### config.mk
export PLATFORM = sky130hd
export DESIGN_NAME = lssfe_rsp_queue
export DESIGN_NICKNAME = d
export VERILOG_FILES = /design/src/rtl/lssfe_pkg.sv /design/src/rtl/lssfe_rsp_queue.sv
export SDC_FILE = /design/constraint.sdc
export NUM_CORES = 1
export LEC_CHECK = 0
export BUFFER_PORTS_ARGS = -buffer_cell sky130_fd_sc_hd__clkbuf_2
export CELL_PAD_IN_SITES_DETAIL_PLACEMENT = 1
export CELL_PAD_IN_SITES_GLOBAL_PLACEMENT = 1
export CORE_ASPECT_RATIO = 1.1
export CORE_MARGIN = 1.5
export CORE_UTILIZATION = 39
export CTS_BUF_LIST = sky130_fd_sc_hd__clkbuf_4 sky130_fd_sc_hd__clkbuf_8
export DETAILED_ROUTE_END_ITERATION = 16
export HOLD_SLACK_MARGIN = 0.1
export PLACE_DENSITY_LB_ADDON = 0.1
export SLEW_MARGIN = 25
export SYNTH_ARGS = -nofsm -noshare
export SYNTH_HDL_FRONTEND = slang
export SYNTH_SLANG_ARGS = --single-unit
### constraint.sdc
create_clock -name clock -period 1.7 [get_ports clock]
set_clock_uncertainty 0.2 [all_clocks]
set_input_delay 0.34 -clock clock [delete_from_list [all_inputs] [get_ports clock]]
set_output_delay 0.34 -clock clock [all_outputs]
set_load 0.005 [all_outputs]
### src/rtl/lssfe_pkg.sv
`default_nettype none

package lssfe_pkg;

   typedef enum logic [1:0] {
      CMD_WRITE = 2'd0,
      CMD_FILL  = 2'd1,
      CMD_START = 2'd2,
      CMD_TICK  = 2'd3
   } cmd_type;

   localparam logic [1:0] STATUS_OK       = 2'd0;
   localparam logic [1:0] STATUS_RANGE    = 2'd1;
   localparam logic [1:0] STATUS_NO_FRAME = 2'd2;

   localparam logic [1:0] REG_PIXEL_COUNT = 2'd0;
   localparam logic [1:0] REG_GRB_ORDER   = 2'd1;
   localparam logic [1:0] REG_LEAD_ZERO   = 2'd2;
   localparam logic [1:0] REG_TAIL_ZERO   = 2'd3;

   localparam logic [7:0] TAIL_ZERO_RESET = 8'd64;

   localparam logic [7:0] SPI_PAIR_0 = 8'b10001000;
   localparam logic [7:0] SPI_PAIR_1 = 8'b10001110;
   localparam logic [7:0] SPI_PAIR_2 = 8'b11101000;
   localparam logic [7:0] SPI_PAIR_3 = 8'b11101110;

   // x/3 as (x * 683) >> 11, exact for x below 2048
   localparam logic [9:0] DIV3_RECIP = 10'd683;

   typedef struct packed {
      cmd_type     cmd;
      logic        in_range;
      logic [7:0]  index;
      logic [23:0] color;
   } op_type;

   typedef struct packed {
      logic [7:0] spi_byte;
      logic       byte_valid;
      logic       last_byte;
      logic [1:0] status;
   } result_type;

   typedef enum logic [2:0] {
      ST_IDLE,
      ST_FILL,
      ST_FILL_DONE,
      ST_TICK_DIV,
      ST_TICK_READ,
      ST_TICK_EMIT
   } back_state_type;

   function automatic logic [7:0] pair_code(input logic [1:0] pair);
      logic [7:0] code;
      case (pair)
         2'd0: code = SPI_PAIR_0;
         2'd1: code = SPI_PAIR_1;
         2'd2: code = SPI_PAIR_2;
         default: code = SPI_PAIR_3;
      endcase
      return code;
   endfunction

endpackage

`default_nettype wire

### src/rtl/lssfe_rsp_queue.sv
`default_nettype none

module lssfe_rsp_queue
   import lssfe_pkg::*;
(
   input  wire logic       clock,
   input  wire logic       reset,
   input  wire logic       res_push,
   input  wire result_type res,
   output logic            res_full,
   output logic            rsp_empty,
   input  wire logic       rsp_pop,
   output result_type      rsp_data
);

   result_type queue_ff [2];
   logic       wr_ptr_ff, wr_ptr_in;
   logic       rd_ptr_ff, rd_ptr_in;
   logic [1:0] count_ff, count_in;
   logic       put;
   logic       take;

   assign res_full  = (count_ff == 2'd2);
   assign rsp_empty = (count_ff == 2'd0);
   assign rsp_data  = queue_ff[rd_ptr_ff];
   assign put       = res_push && !res_full;
   assign take      = rsp_pop && !rsp_empty;

   always_comb begin
      wr_ptr_in = put ? !wr_ptr_ff : wr_ptr_ff;
      rd_ptr_in = take ? !rd_ptr_ff : rd_ptr_ff;
      count_in  = count_ff + {1'b0, put} - {1'b0, take};
   end

   always_ff @(posedge clock) begin
      if (reset) begin
         wr_ptr_ff <= 1'b0;
         rd_ptr_ff <= 1'b0;
         count_ff  <= 2'd0;
      end else begin
         wr_ptr_ff <= wr_ptr_in;
         rd_ptr_ff <= rd_ptr_in;
         count_ff  <= count_in;
      end
   end

   always_ff @(posedge clock) begin
      if (put) begin
         queue_ff[wr_ptr_ff] <= res;
      end
   end

endmodule

`default_nettype wire

==> results.yml <==
placement:
  dp_cells: 127
  dp_hpwl_mm: 1.30
  gp_congestion: 0.658
  portBuffers: 29
  dpl_cell_area_um2: 1320
  place_ws_ns: -0.152
cells_and_area:
  stdcell_area_um2: 1650
  drive_gt1_frac: 0.588
  final_cells: 150
  synthToLayoutAreaGrowth_pct: 50.9
  mostFrequentLayoutCells: "clkbuf_2, edfxtp_1, dlygate4sd3_1, mux2_4, clkbuf_4"
  fin_nets: 136
  post-route-util: 0.638
  final_common_cell: "clkbuf_2"
  nFillCells: 248
  n_antenna_cell: 0
grt:
  overflow: 0
  grt_max_degree: 13
  first_global_vias: 774
  track_usage: 0.164
  grt_pass1_wl_mm: 3.43
  antenna_found_initial: 0
setup_path:
  cp-start-kind: "flip-flop"
  crit_chain: "buf_6, mux2_4, clkbuf_2"
  rr_startpoint: "count_ff[1]$_SDFF_PP0_"
  r2r-end: "count_ff[1]$_SDFF_PP0_"
  required_ns: 1.16
  timing.critical_path.to_type: "output port"
  r2r_setup_slack_ns: -0.07
  critPathBufInv: 2
  cp_slowest_cell: "dfxtp_2"
  crit_type: "reg2out"
  cp.depth: 3
  cpPeakStageDelay_ns: 0.37
  r2r.worst_path.cells: 7
  critical_path_peak_fanout: 6
  arrival_ns: 1.27
  critPathTopFamily: "flip-flops"
clock_tree:
  clock-sinks: 29
  cts_tree: "done"
  cts.reportedPaths.clkPinSlew_ns: 0.09
  ctsRootBufferMaster: "clkbuf_4"
  cts-buffers-inserted: 5
  cts_buffer_depth: 2
  h-tree-depth: 2
  clkLatencyLatePin_ns: 0.32
run:
  maxCapViolCount: 0
hold_path:
  hold_start: "res_push"
  holdPathStages: 4
  hold_path.class: "in2reg"
  whs_endpoint: "wr_ptr_ff$_SDFFE_PP0P_"
pwr:
  ir_drop_v: 0.00109
  finalPower_mw: 2.35
  p_leak_nw: 0.695
  p_per_area_nw_per_um2: 1420
yosys:
  syn_area_um2: 1100
  ys_warn_count: 0
  syn_inst: 64
  synth_nets: 82
  synth_top_area_share: 0.658
  yosysSeqAreaShare: 0.749
  syn_avg_cell_area_um2: 17.1
  synth_cell_types: 21
  yosysTopAreaCell: "edfxtp_1"
  synth_area_leaders: "edfxtp_1, mux2_1, dfxtp_1, ha_1, mux2_2"
  ys_ff_latch: 29
detailed_routing:
  wl_met3_um: 80
  ant_nets: 0
  drt-met1-wl_um: 827
  drtPass1Iterations: 4
  wl_met2_mm: 1.28
  vias: 695
  routed.top_layer: "met4"
  finalWirelength_mm: 2.22
  wl_per_cell_um: 14.8
  post-route-drc-count: 0
  drtIter0Drc: 5
  viasPerCell: 4.63
timing:
  finalHoldViolCount: 0
  final_max_slew_viol_count: 0
  rsz0062_at_grt: "yes"
  final.setup.tns_ns: -1.28
  setup_ws_ns: -0.113
  whs_ns: 0.208
  timing.fmax_ghz: 0.552
  timing.final.crit_share: 1.07
  worst_slew_pin_slew_ns: 0.299
  timing.slew.headroom: 0.801
  setup_viol: 13
  fin_crit_ns: 1.81
die:
  die-width_um: 53.5
  io_pins: 30
  rows: 19
  dieHeight_um: 58.6
  dieArea_um2: 3140
  initial_core_util: 0.423
  coreArea_um2: 2590
status:
  outcome: "complete, but fails checks"
  violations: "setup timing"
report_power, final:
part	switching (mW)	internal [mW]
Clock	0.228	0.239
Sequential	0.0745	0.926
Combinational	0.364	0.515
worst register-to-register path, stage by stage (launching register included):
cell and delay (ns):
dfxtp_4 0.38, o21a_4 0.21, ha_4 0.26, inv_2 0.04, ha_4 0.16, xor2_2 0.20
and2_4 0.19, nor3_4 0.03
cell families (layout without fill, tap and decap cells):
logic type	Yosys count	count (layout)	share of synthesized area
flops	29	29	0.749
mux	12	12	0.123
simple gates	11	11	0.0537
buf+inv	5	60	0.0183
compound gates	3	3	0.0171
fa+ha+maj	2	2	0.0228
xor+xnor	2	2	0.0160
repair_timing:
| action | CTS | global route |
|---|---|---|
| endpoints found under the hold margin | 29 | 0 |
| buffers inserted | 1 | 0 |
| pin swaps | 4 | 0 |
| cloned | 1 | 0 |
| resized for setup | 23 | 8 |
| hold buffers | 13 | 0 |
| endpoints found under the setup margin | 13 | 13 |
metal layers:
| metal | track usage | up-vias |
|---|---|---|
| met5 | 0 | - |
| met4 | 0.0769 | 0 |
| met3 | 0.0457 | 5 |
| met2 | 0.300 | 20 |
| met1 | 0.168 | 331 |
| li1 | - | 339 |
registers in the layout, indices dropped and copies added (netlist names), named ones only:
name and count:
count_ff 2, queue_ff 24, rd_ptr_ff 1, wr_ptr_ff 1
worst max-delay path by stage:
stage | endpoint | start
floorplan | count_ff[1]$_SDFF_PP0_ | count_ff[1]$_SDFF_PP0_
global placement | count_ff[1]$_SDFF_PP0_ | count_ff[1]$_SDFF_PP0_
detailed placement | count_ff[1]$_SDFF_PP0_ | count_ff[1]$_SDFF_PP0_
CTS | rsp_data[8] | flip-flop
global route | rsp_data[11] | flip-flop
finish | rsp_data[11] | flip-flop
Yosys cell counts:
cell and n:
a21oi_1 1, and2_1 1, and3_2 1, buf_2 1
dfxtp_1 5, edfxtp_1 24, ha_1 2, inv_1 3
inv_2 1, mux2_1 10, mux2_2 2, nand2_1 1
nand2b_2 1, nor2_1 4, nor2b_1 1, nor3_1 1
o21a_2 1, o21ai_0 1, or3_1 1, xnor2_1 1
xor2_1 1
cell type report:
class                           instances  area, um2  share of cell area
Tap cell                               31       38.8              0.0234
Multi-Input combinational cell         30        363               0.219
Clock buffer                            7       65.1              0.0393
Inverter                                4       15.0             0.00908
Sequential cell                        29        827               0.500
Clock inverter                          1       5.00             0.00303
Timing Repair Buffer                   48        340               0.206
(Power assumes the default switching activity.)
