==> config.mk <==
export PLATFORM = sky130hd
export DESIGN_NAME = lssfe_front
export DESIGN_NICKNAME = d
export VERILOG_FILES = /design/src/rtl/lssfe_pkg.sv /design/src/rtl/lssfe_front.sv
export SDC_FILE = /design/constraint.sdc
export NUM_CORES = 1
export LEC_CHECK = 0
export BUFFER_PORTS_ARGS = -buffer_cell sky130_fd_sc_hd__buf_4
export CAP_MARGIN = 5
export CORE_MARGIN = 3
export CORE_UTILIZATION = 46
export DETAILED_ROUTE_END_ITERATION = 8
export PLACE_DENSITY = 0.75
export SYNTH_ARGS = -nofsm -noshare
export SYNTH_HDL_FRONTEND = slang
export SYNTH_SLANG_ARGS = --single-unit
==> constraint.sdc <==
create_clock -name clock -period 1.9 [get_ports clock]
set_input_delay 0.38 -clock clock [delete_from_list [all_inputs] [get_ports clock]]
set_output_delay 0.38 -clock clock [all_outputs]
set_load 0.05 [all_outputs]
==> src/rtl/lssfe_pkg.sv <==
`default_nettype none

package lssfe_pkg;

   typedef enum logic [1:0] {
      CMD_WRITE = 2'd0,
      CMD_FILL  = 2'd1,
      CMD_START = 2'd2,
      CMD_TICK  = 2'd3
   } cmd_type;

   localparam logic [1:0] STATUS_OK       = 2'd0;
   localparam logic [1:0] STATUS_RANGE    = 2'd1;
   localparam logic [1:0] STATUS_NO_FRAME = 2'd2;

   localparam logic [1:0] REG_PIXEL_COUNT = 2'd0;
   localparam logic [1:0] REG_GRB_ORDER   = 2'd1;
   localparam logic [1:0] REG_LEAD_ZERO   = 2'd2;
   localparam logic [1:0] REG_TAIL_ZERO   = 2'd3;

   localparam logic [7:0] TAIL_ZERO_RESET = 8'd64;

   localparam logic [7:0] SPI_PAIR_0 = 8'b10001000;
   localparam logic [7:0] SPI_PAIR_1 = 8'b10001110;
   localparam logic [7:0] SPI_PAIR_2 = 8'b11101000;
   localparam logic [7:0] SPI_PAIR_3 = 8'b11101110;

   // x/3 as (x * 683) >> 11, exact for x below 2048
   localparam logic [9:0] DIV3_RECIP = 10'd683;

   typedef struct packed {
      cmd_type     cmd;
      logic        in_range;
      logic [7:0]  index;
      logic [23:0] color;
   } op_type;

   typedef struct packed {
      logic [7:0] spi_byte;
      logic       byte_valid;
      logic       last_byte;
      logic [1:0] status;
   } result_type;

   typedef enum logic [2:0] {
      ST_IDLE,
      ST_FILL,
      ST_FILL_DONE,
      ST_TICK_DIV,
      ST_TICK_READ,
      ST_TICK_EMIT
   } back_state_type;

   function automatic logic [7:0] pair_code(input logic [1:0] pair);
      logic [7:0] code;
      case (pair)
         2'd0: code = SPI_PAIR_0;
         2'd1: code = SPI_PAIR_1;
         2'd2: code = SPI_PAIR_2;
         default: code = SPI_PAIR_3;
      endcase
      return code;
   endfunction

endpackage

`default_nettype wire

==> src/rtl/lssfe_front.sv <==
`default_nettype none

module lssfe_front
   import lssfe_pkg::*;
(
   input  wire logic       clock,
   input  wire logic       reset,
   input  wire logic       req_push,
   output logic            req_full,
   input  wire logic [1:0] req_cmd,
   input  wire logic [7:0] req_pixel_index,
   input  wire logic [7:0] req_red,
   input  wire logic [7:0] req_green,
   input  wire logic [7:0] req_blue,
   input  wire logic [7:0] active_count,
   output logic            op_valid,
   output op_type          op,
   input  wire logic       op_pop
);

   op_type     queue_ff [2];
   logic       wr_ptr_ff, wr_ptr_in;
   logic       rd_ptr_ff, rd_ptr_in;
   logic [1:0] count_ff, count_in;
   logic       accept;
   logic       take;
   op_type     new_op;

   assign req_full = (count_ff == 2'd2);
   assign op_valid = (count_ff != 2'd0);
   assign op       = queue_ff[rd_ptr_ff];
   assign accept   = req_push && !req_full;
   assign take     = op_pop && op_valid;

   always_comb begin
      new_op.cmd      = cmd_type'(req_cmd);
      new_op.in_range = (req_pixel_index < active_count);
      new_op.index    = req_pixel_index;
      new_op.color    = {req_red, req_green, req_blue};
   end

   always_comb begin
      wr_ptr_in = accept ? !wr_ptr_ff : wr_ptr_ff;
      rd_ptr_in = take ? !rd_ptr_ff : rd_ptr_ff;
      count_in  = count_ff + {1'b0, accept} - {1'b0, take};
   end

   always_ff @(posedge clock) begin
      if (reset) begin
         wr_ptr_ff <= 1'b0;
         rd_ptr_ff <= 1'b0;
         count_ff  <= 2'd0;
      end else begin
         wr_ptr_ff <= wr_ptr_in;
         rd_ptr_ff <= rd_ptr_in;
         count_ff  <= count_in;
      end
   end

   always_ff @(posedge clock) begin
      if (accept) begin
         queue_ff[wr_ptr_ff] <= new_op;
      end
   end

endmodule

`default_nettype wire

==> results of run 1 <==
==> per-layer routing <==
layer,global-route usage,vias up,share of wire
li1,-,797,-
met1,0.194,804,0.42
met2,0.251,71,0.48
met3,0.0365,12,0.077
met4,0.0734,0,0.018
met5,0,-,0
==> power by group through the flow <==
stage	sequential (mW)	clock (mW)	combinational [mW]
after floorplan	2.19	0	1.74
after global placement	2.21	0	2.45
after detailed placement	2.22	0	2.46
after CTS	2.19	1.30	2.48
after global routing	2.22	1.36	2.59
final	2.19	1.26	2.45
==> placed cells by master, fill, tap and decap left out, types with 3 or more instances in the layout <==
cell      count
a21oi_1       5
buf_12        3
buf_4        83
clkbuf_8      9
dfxtp_1       4
edfxtp_1     70
ha_1          9
inv_1        11
mux2_2       35
nand2_1       3
nor2_1        4
==> path summary, 6_finish.rpt <==
kind,from,to,slack [ns],cells past startpoint
worst max register to register,count_ff[0]$_SDFF_PP0_,queue_ff[0][23]$_DFFE_PP_,0.30,5
worst max-delay path,flip-flop,op[32],0.07,3
worst min register to register,wr_ptr_ff$_SDFFE_PP0P_,wr_ptr_ff$_SDFFE_PP0P_,0.49,2
worst min-delay path,req_cmd[1],queue_ff[1][34]$_DFFE_PP_,0.23,1
==> timing repair <==
item	CTS	global route
resized for setup	1	1
pin swaps	0	0
setup endpoints to repair	16	8
==> stage by stage <==
step | power, mW | std cells | setup WS [ns]
2_1_floorplan | 3.93 | 163 | 0.123
3_3_place_gp | 4.65 | 321 | 0.318
3_5_place_dp | 4.68 | 321 | 0.274
4_1_cts | 5.96 | 336 | 0.0286
5_1_grt | 6.17 | 336 | 0.00959
6_report | 5.90 | 336 | 0.0732
==> cell families (layout without fill, tap and decap cells) <==
| kind of cell | Yosys count | count (layout) | share of synthesized area |
|---|---|---|---|
| xor+xnor | 2 | 2 | 0.00596 |
| compound gates | 9 | 9 | 0.0175 |
| simple gates | 16 | 16 | 0.0285 |
| mux | 35 | 35 | 0.134 |
| fa+ha+maj | 9 | 9 | 0.0383 |
| buf+inv | 17 | 115 | 0.0260 |
| flops | 75 | 75 | 0.750 |
==> cell type report <==
type | instances | share of cell area
Tap cell | 75 | 0.0240
Multi-Input combinational cell | 71 | 0.169
Inverter | 13 | 0.0134
Clock buffer | 9 | 0.0317
Timing Repair Buffer | 87 | 0.178
Sequential cell | 75 | 0.563
Clock inverter | 6 | 0.0208
==> sequential cells by signal, summed over array words and instances (netlist names), named ones only <==
signal	cells
wr_ptr_ff	1
rd_ptr_ff	1
queue_ff	70
count_ff	2
==> results.ini, run 1 <==
[critical_path]
cp.required_ns=1.52
cp_num_buf_inv=2
critPathMaxFanout=16
start_kind=flip-flop
crit_family=flip-flops
critPathArrivalTime_ns=1.45
worst_path_max_delay_cell=dfxtp_2
slowest_delay_ns=0.37
worstPathCellList=buf_8 -> mux2_2 -> buf_4
end_kind=primary output
critical_path_class=flip-flop to primary output

[sta]
hold_violations=0
clock_skew_ns=0.00765
maxSlewViolCount=0
finalSetupViolations=0
worst_pin_slew_ns=0.251
fin_crit_ns=1.83
rsz0062_at_grt=no
setup_tns_ns=0
fmax_mhz=547
hold_slack_ns=0.227
relSlewSlack=0.831
final.period_utilization=0.961

[layout]
utilization=0.646
final_area_um2=3910
seq_area_um2=2200
multi_input_area_um2=659
n_fill_cell=463
nNetsFinal=312
antenna_cells=0
synthToLayoutAreaGrowth_pct=33.2
drive_gt1_frac=0.540

[clock_tree]
postCtsSetupBuffers=0
numCtsBuffers=9
clockBufferDepth=2
htree_levels=3
cts.sinks=75
tritoncts=built
cts.reportedPaths.clkPinSlew_ns=0.08
root_buffer=clkbuf_8
ctsHoldBuffers=0
clk_latency_ns=0.33

[run]
drv_cap=0

[synth]
avgSynthCellArea_um2=18.0
ys_ff_latch=75
yosysTopAreaCellShare=0.716
synth_nets=218
yosysTopAreaCell=edfxtp_1
synthTopCellsByCount=edfxtp_1 (70), mux2_2 (35), inv_1 (12)
ys_warn_count=0
ys_types=24
seq_area_frac_synth=0.750
synthFlopType=edfxtp_1
synthMostInstantiatedCell=edfxtp_1
synth_edf_count=70
netlist_area_um2=2940
async_flop_share=0
synth_area_leaders=edfxtp_1 (72%), mux2_2 (13%), ha_1 (3.8%), dfxtp_1 (3.4%), inv_1 (1.5%)
netlist_instances=163

[drt]
antenna_left=0
dr.pass1.iters=4
viasPerCell=5.01
drt_wl_total_mm=5.36
post-route-drc-count=0
drt_iter0_markers=80
wl_per_cell_um=15.9
num_vias=1684

[pwr]
ir_drop_v=0.000780
p_per_area_nw_per_um2=1510
netSwitchingPower_mw=2.19
p_clk_frac=0.214
cellLeakagePower_nw=1.55
p_int_mw=3.71
pwr-share-comb=0.415
switching_share=0.372
seq_power_share=0.371

[grt]
grt_overflow=0
antenna_found_initial=0
first_global_vias=1764
grt_max_degree=36
grt_first_pass_wirelength_mm=8.56
grt_use_total=0.154

[floorplanning]
core.rowCount=28
start_util=0.485
die_h_um=85.9
core_area_um2=6060
dieArea_um2=7380
die_w_um=85.9
ioPinCount=83

[placed_design]
port_buffers=82
placed_cell_area_um2=3700
globalplace.congestion=0.727
dp_hpwl_mm=3.73

[outcome]
status=complete, no violations

[worst_hold_path]
hold_path_class=input pin to flip-flop

Power figures use the tool's default switching activity.
==> run 2: changes to the inputs <==
ABC_AREA = 1   (was unset)
CORE_MARGIN = unset   (was 3)
CORE_UTILIZATION = 47   (was 46)
==> results.ini, run 2 <==
[outcome]
status=complete, no violations

[grt]
first_global_vias=1761  ; -0.17%
grt_max_degree=29  ; -19%
grt_first_pass_wirelength_mm=7.89  ; -7.7%
grt_overflow=0  ; unchanged
grt_use_total=0.152  ; -0.00158
antenna_found_initial=0  ; unchanged

[synth]
ys_ff_latch=75  ; unchanged
synth_top_family_by_area=multiplexers
synthMuxAreaShare=0.163  ; +0.0286
synthMostInstantiatedCell=edfxtp_1
synthTopCellsByCount=edfxtp_1 (70), mux2_4 (30), inv_1 (14)
synth_edf_count=70  ; unchanged
yosysTopAreaCell=edfxtp_1
ys_types=18  ; -25%
avgSynthCellArea_um2=18.5  ; +2.8%
ys_warn_count=0  ; unchanged
synthFlopType=edfxtp_1
synth-simple-area-share=0.0350  ; +0.00643
synth_nets=223  ; +2.3%
synth_adder_area_share=0.0362  ; -0.00216
netlist_instances=168  ; +3.1%
async_flop_share=0  ; unchanged
netlist_area_um2=3110  ; +6.0%
yosysTopAreaCellShare=0.675  ; -0.0403
synth-xor-area-share=0.00281  ; -0.00315
synth_area_leaders=edfxtp_1 (68%), mux2_4 (14%), ha_1 (3.6%), dfxtp_1 (3.2%), buf_12 (1.9%)
seq_area_frac_synth=0.707  ; -0.0422
synth_compound_area_frac=0.0161  ; -0.00138

[drt]
drt_iter0_markers=66  ; -18%
post-route-drc-count=0  ; unchanged
num_vias=1685  ; +0.059%
drt_wl_total_mm=5.02  ; -6.3%
antenna_left=0  ; unchanged
wl_per_cell_um=14.5  ; -9.0%
viasPerCell=4.87  ; -2.8%
dr.pass1.iters=2  ; -2

[layout]
final_cells=346  ; +3.0%
largest_register_ffs=70  ; unchanged
nNetsFinal=319  ; +2.2%
reg_top3=queue_ff: 70 flops, count_ff: 2 flops
final_common_cell=buf_4
drive_gt1_frac=0.546  ; +0.00624
n_fill_cell=489  ; +5.6%
top_register=queue_ff
mostFrequentLayoutCells=buf_4 (86), edfxtp_1 (70), mux2_4 (30)
final_area_um2=4030  ; +2.9%
utilization=0.630  ; -0.0153
antenna_cells=0  ; unchanged
synthToLayoutAreaGrowth_pct=29.3

[critical_path]
start_kind=flip-flop
critPathMaxFanout=14  ; -2
cp.required_ns=1.52  ; about the same
critPathArrivalTime_ns=1.46  ; about the same
end_kind=primary output
critical_path_class=flip-flop to primary output

[sta]
relSlewSlack=0.791  ; -0.0398
maxSlewViolCount=0  ; unchanged
final.period_utilization=0.966  ; +0.00444
setup_tns_ns=0  ; unchanged
worst_pin_slew_ns=0.313  ; +0.0623 ns
fin_ws_ns=0.0648  ; -0.00843 ns
fmax_mhz=545  ; -0.46%
finalSetupViolations=0  ; unchanged
hold_slack_ns=0.222  ; -0.00538 ns
fin_crit_ns=1.84  ; +0.00843 ns
hold_violations=0  ; unchanged
rsz0062_at_grt=no
clock_skew_ns=0.00806  ; +0.000417 ns

[pwr]
p_int_mw=3.46  ; -6.6%
cellLeakagePower_nw=1.66  ; +6.7%
netSwitchingPower_mw=2.08  ; -5.3%
pwr-share-comb=0.420  ; +0.005
p_per_area_nw_per_um2=1380  ; -8.7%
seq_power_share=0.396  ; +0.025
totalPowerFinal_mw=5.54  ; -6.1%
switching_share=0.375  ; +0.00307
ir_drop_v=0.000855  ; +9.6%
p_clk_frac=0.184  ; -0.030

[placed_design]
dp_hpwl_mm=3.48  ; -6.8%
globalplace.congestion=0.709  ; -2.4%
placed_cell_area_um2=3830  ; +3.4%
pre_cts_ws_ns=0.307  ; +0.0331 ns
place_inst=329  ; +2.5%
port_buffers=82  ; unchanged

[clock_tree]
postCtsSetupBuffers=0  ; unchanged
numCtsBuffers=9  ; unchanged
root_buffer=clkbuf_8
cts.reportedPaths.clkPinSlew_ns=0.08  ; about the same
tritoncts=built
cts.sinks=75  ; unchanged
htree_levels=3  ; unchanged
clockBufferDepth=2  ; unchanged
clk_latency_ns=0.34  ; about the same

[floorplanning]
ioPinCount=83  ; unchanged
core_area_um2=6390  ; +5.4%
die_h_um=83.4  ; -2.9%
core.rowCount=29  ; +3.6%
dieArea_um2=6950  ; -5.8%
die_w_um=83.4  ; -2.9%
start_util=0.487  ; +0.00274

[worst_hold_path]
hold_path_class=input pin to flip-flop

[run]
drv_cap=0  ; unchanged

[run 2: changes by cell type in the layout (fill, tap and decap cells not counted), moves of 3 or more]
cell,change
inv_1,+3
nor3b_1,+3
buf_4,+3
clkinvlp_4,+3
nand2_1,+8
mux2_2,-30
mux2_4,+30
[run 2: cell type report]
| type | instances | area (um^2) | share of cell area |
|---|---|---|---|
| flip-flops and latches | 75 | 2200 | 0.547 |
| multi-input cells | 75 | 802 | 0.199 |
| inverters | 14 | 52.6 | 0.0131 |
| repair buffers | 89 | 702 | 0.174 |
| well taps | 77 | 96.3 | 0.0239 |
| clock inverters | 7 | 45.0 | 0.0112 |
| clock buffers | 9 | 124 | 0.0308 |
[run 2: power by group through the flow]
stage / combinational, mW / sequential, mW / clock [mW]
2_1_floorplan: 1.77 / 2.20 / 0
3_3_place_gp: 2.30 / 2.21 / 0
3_5_place_dp: 2.31 / 2.23 / 0
4_1_cts: 2.32 / 2.19 / 1.05
5_1_grt: 2.46 / 2.22 / 1.11
6_report: 2.33 / 2.19 / 1.02
[run 2: critical path, cell delays in order, from the launching register on]
cell and delay [ns]:
dfxtp_2 0.40, clkbuf_16 0.22, mux2_4 0.31, buf_4 0.19
[run 2: cells by family after synthesis]
group,after synthesis
xor gates and xnor gates,1
DFF,75
AOI/OAI and AO/OA,7
buffers and inverters,18
adders and majority gates,9
and+or+nand+nor,23
muxes,35
[run 2: repair_timing]
item                       4_1_cts  5_1_grt
setup endpoints to repair        1        5
hold buffers                     0        0
gates cloned                     0        1
resized for setup                1        0
[run 2: path summary, 6_finish.rpt]
check / slack, ns / endpoint / cells after the start / start
min: 0.22 / queue_ff[0][8]$_DFFE_PP_ / 1 / req_green[0]
min reg2reg: 0.55 / rd_ptr_ff$_SDFFE_PP0P_ / 2 / rd_ptr_ff$_SDFFE_PP0P_
max reg2reg: 0.30 / count_ff[1]$_SDFF_PP0_ / 8 / count_ff[1]$_SDFF_PP0_
max: 0.06 / op[28] / 3 / flip-flop
[run 2: layer usage]
layer | share of wire | routed length [um] | vias to the layer above | GRT usage
li1 | - | - | 809 | -
met1 | 0.42 | 2100 | 802 | 0.176
met2 | 0.48 | 2400 | 65 | 0.244
met3 | 0.083 | 415 | 9 | 0.0586
met4 | 0.021 | 104 | 0 | 0.0846
met5 | 0 | 0 | - | 0
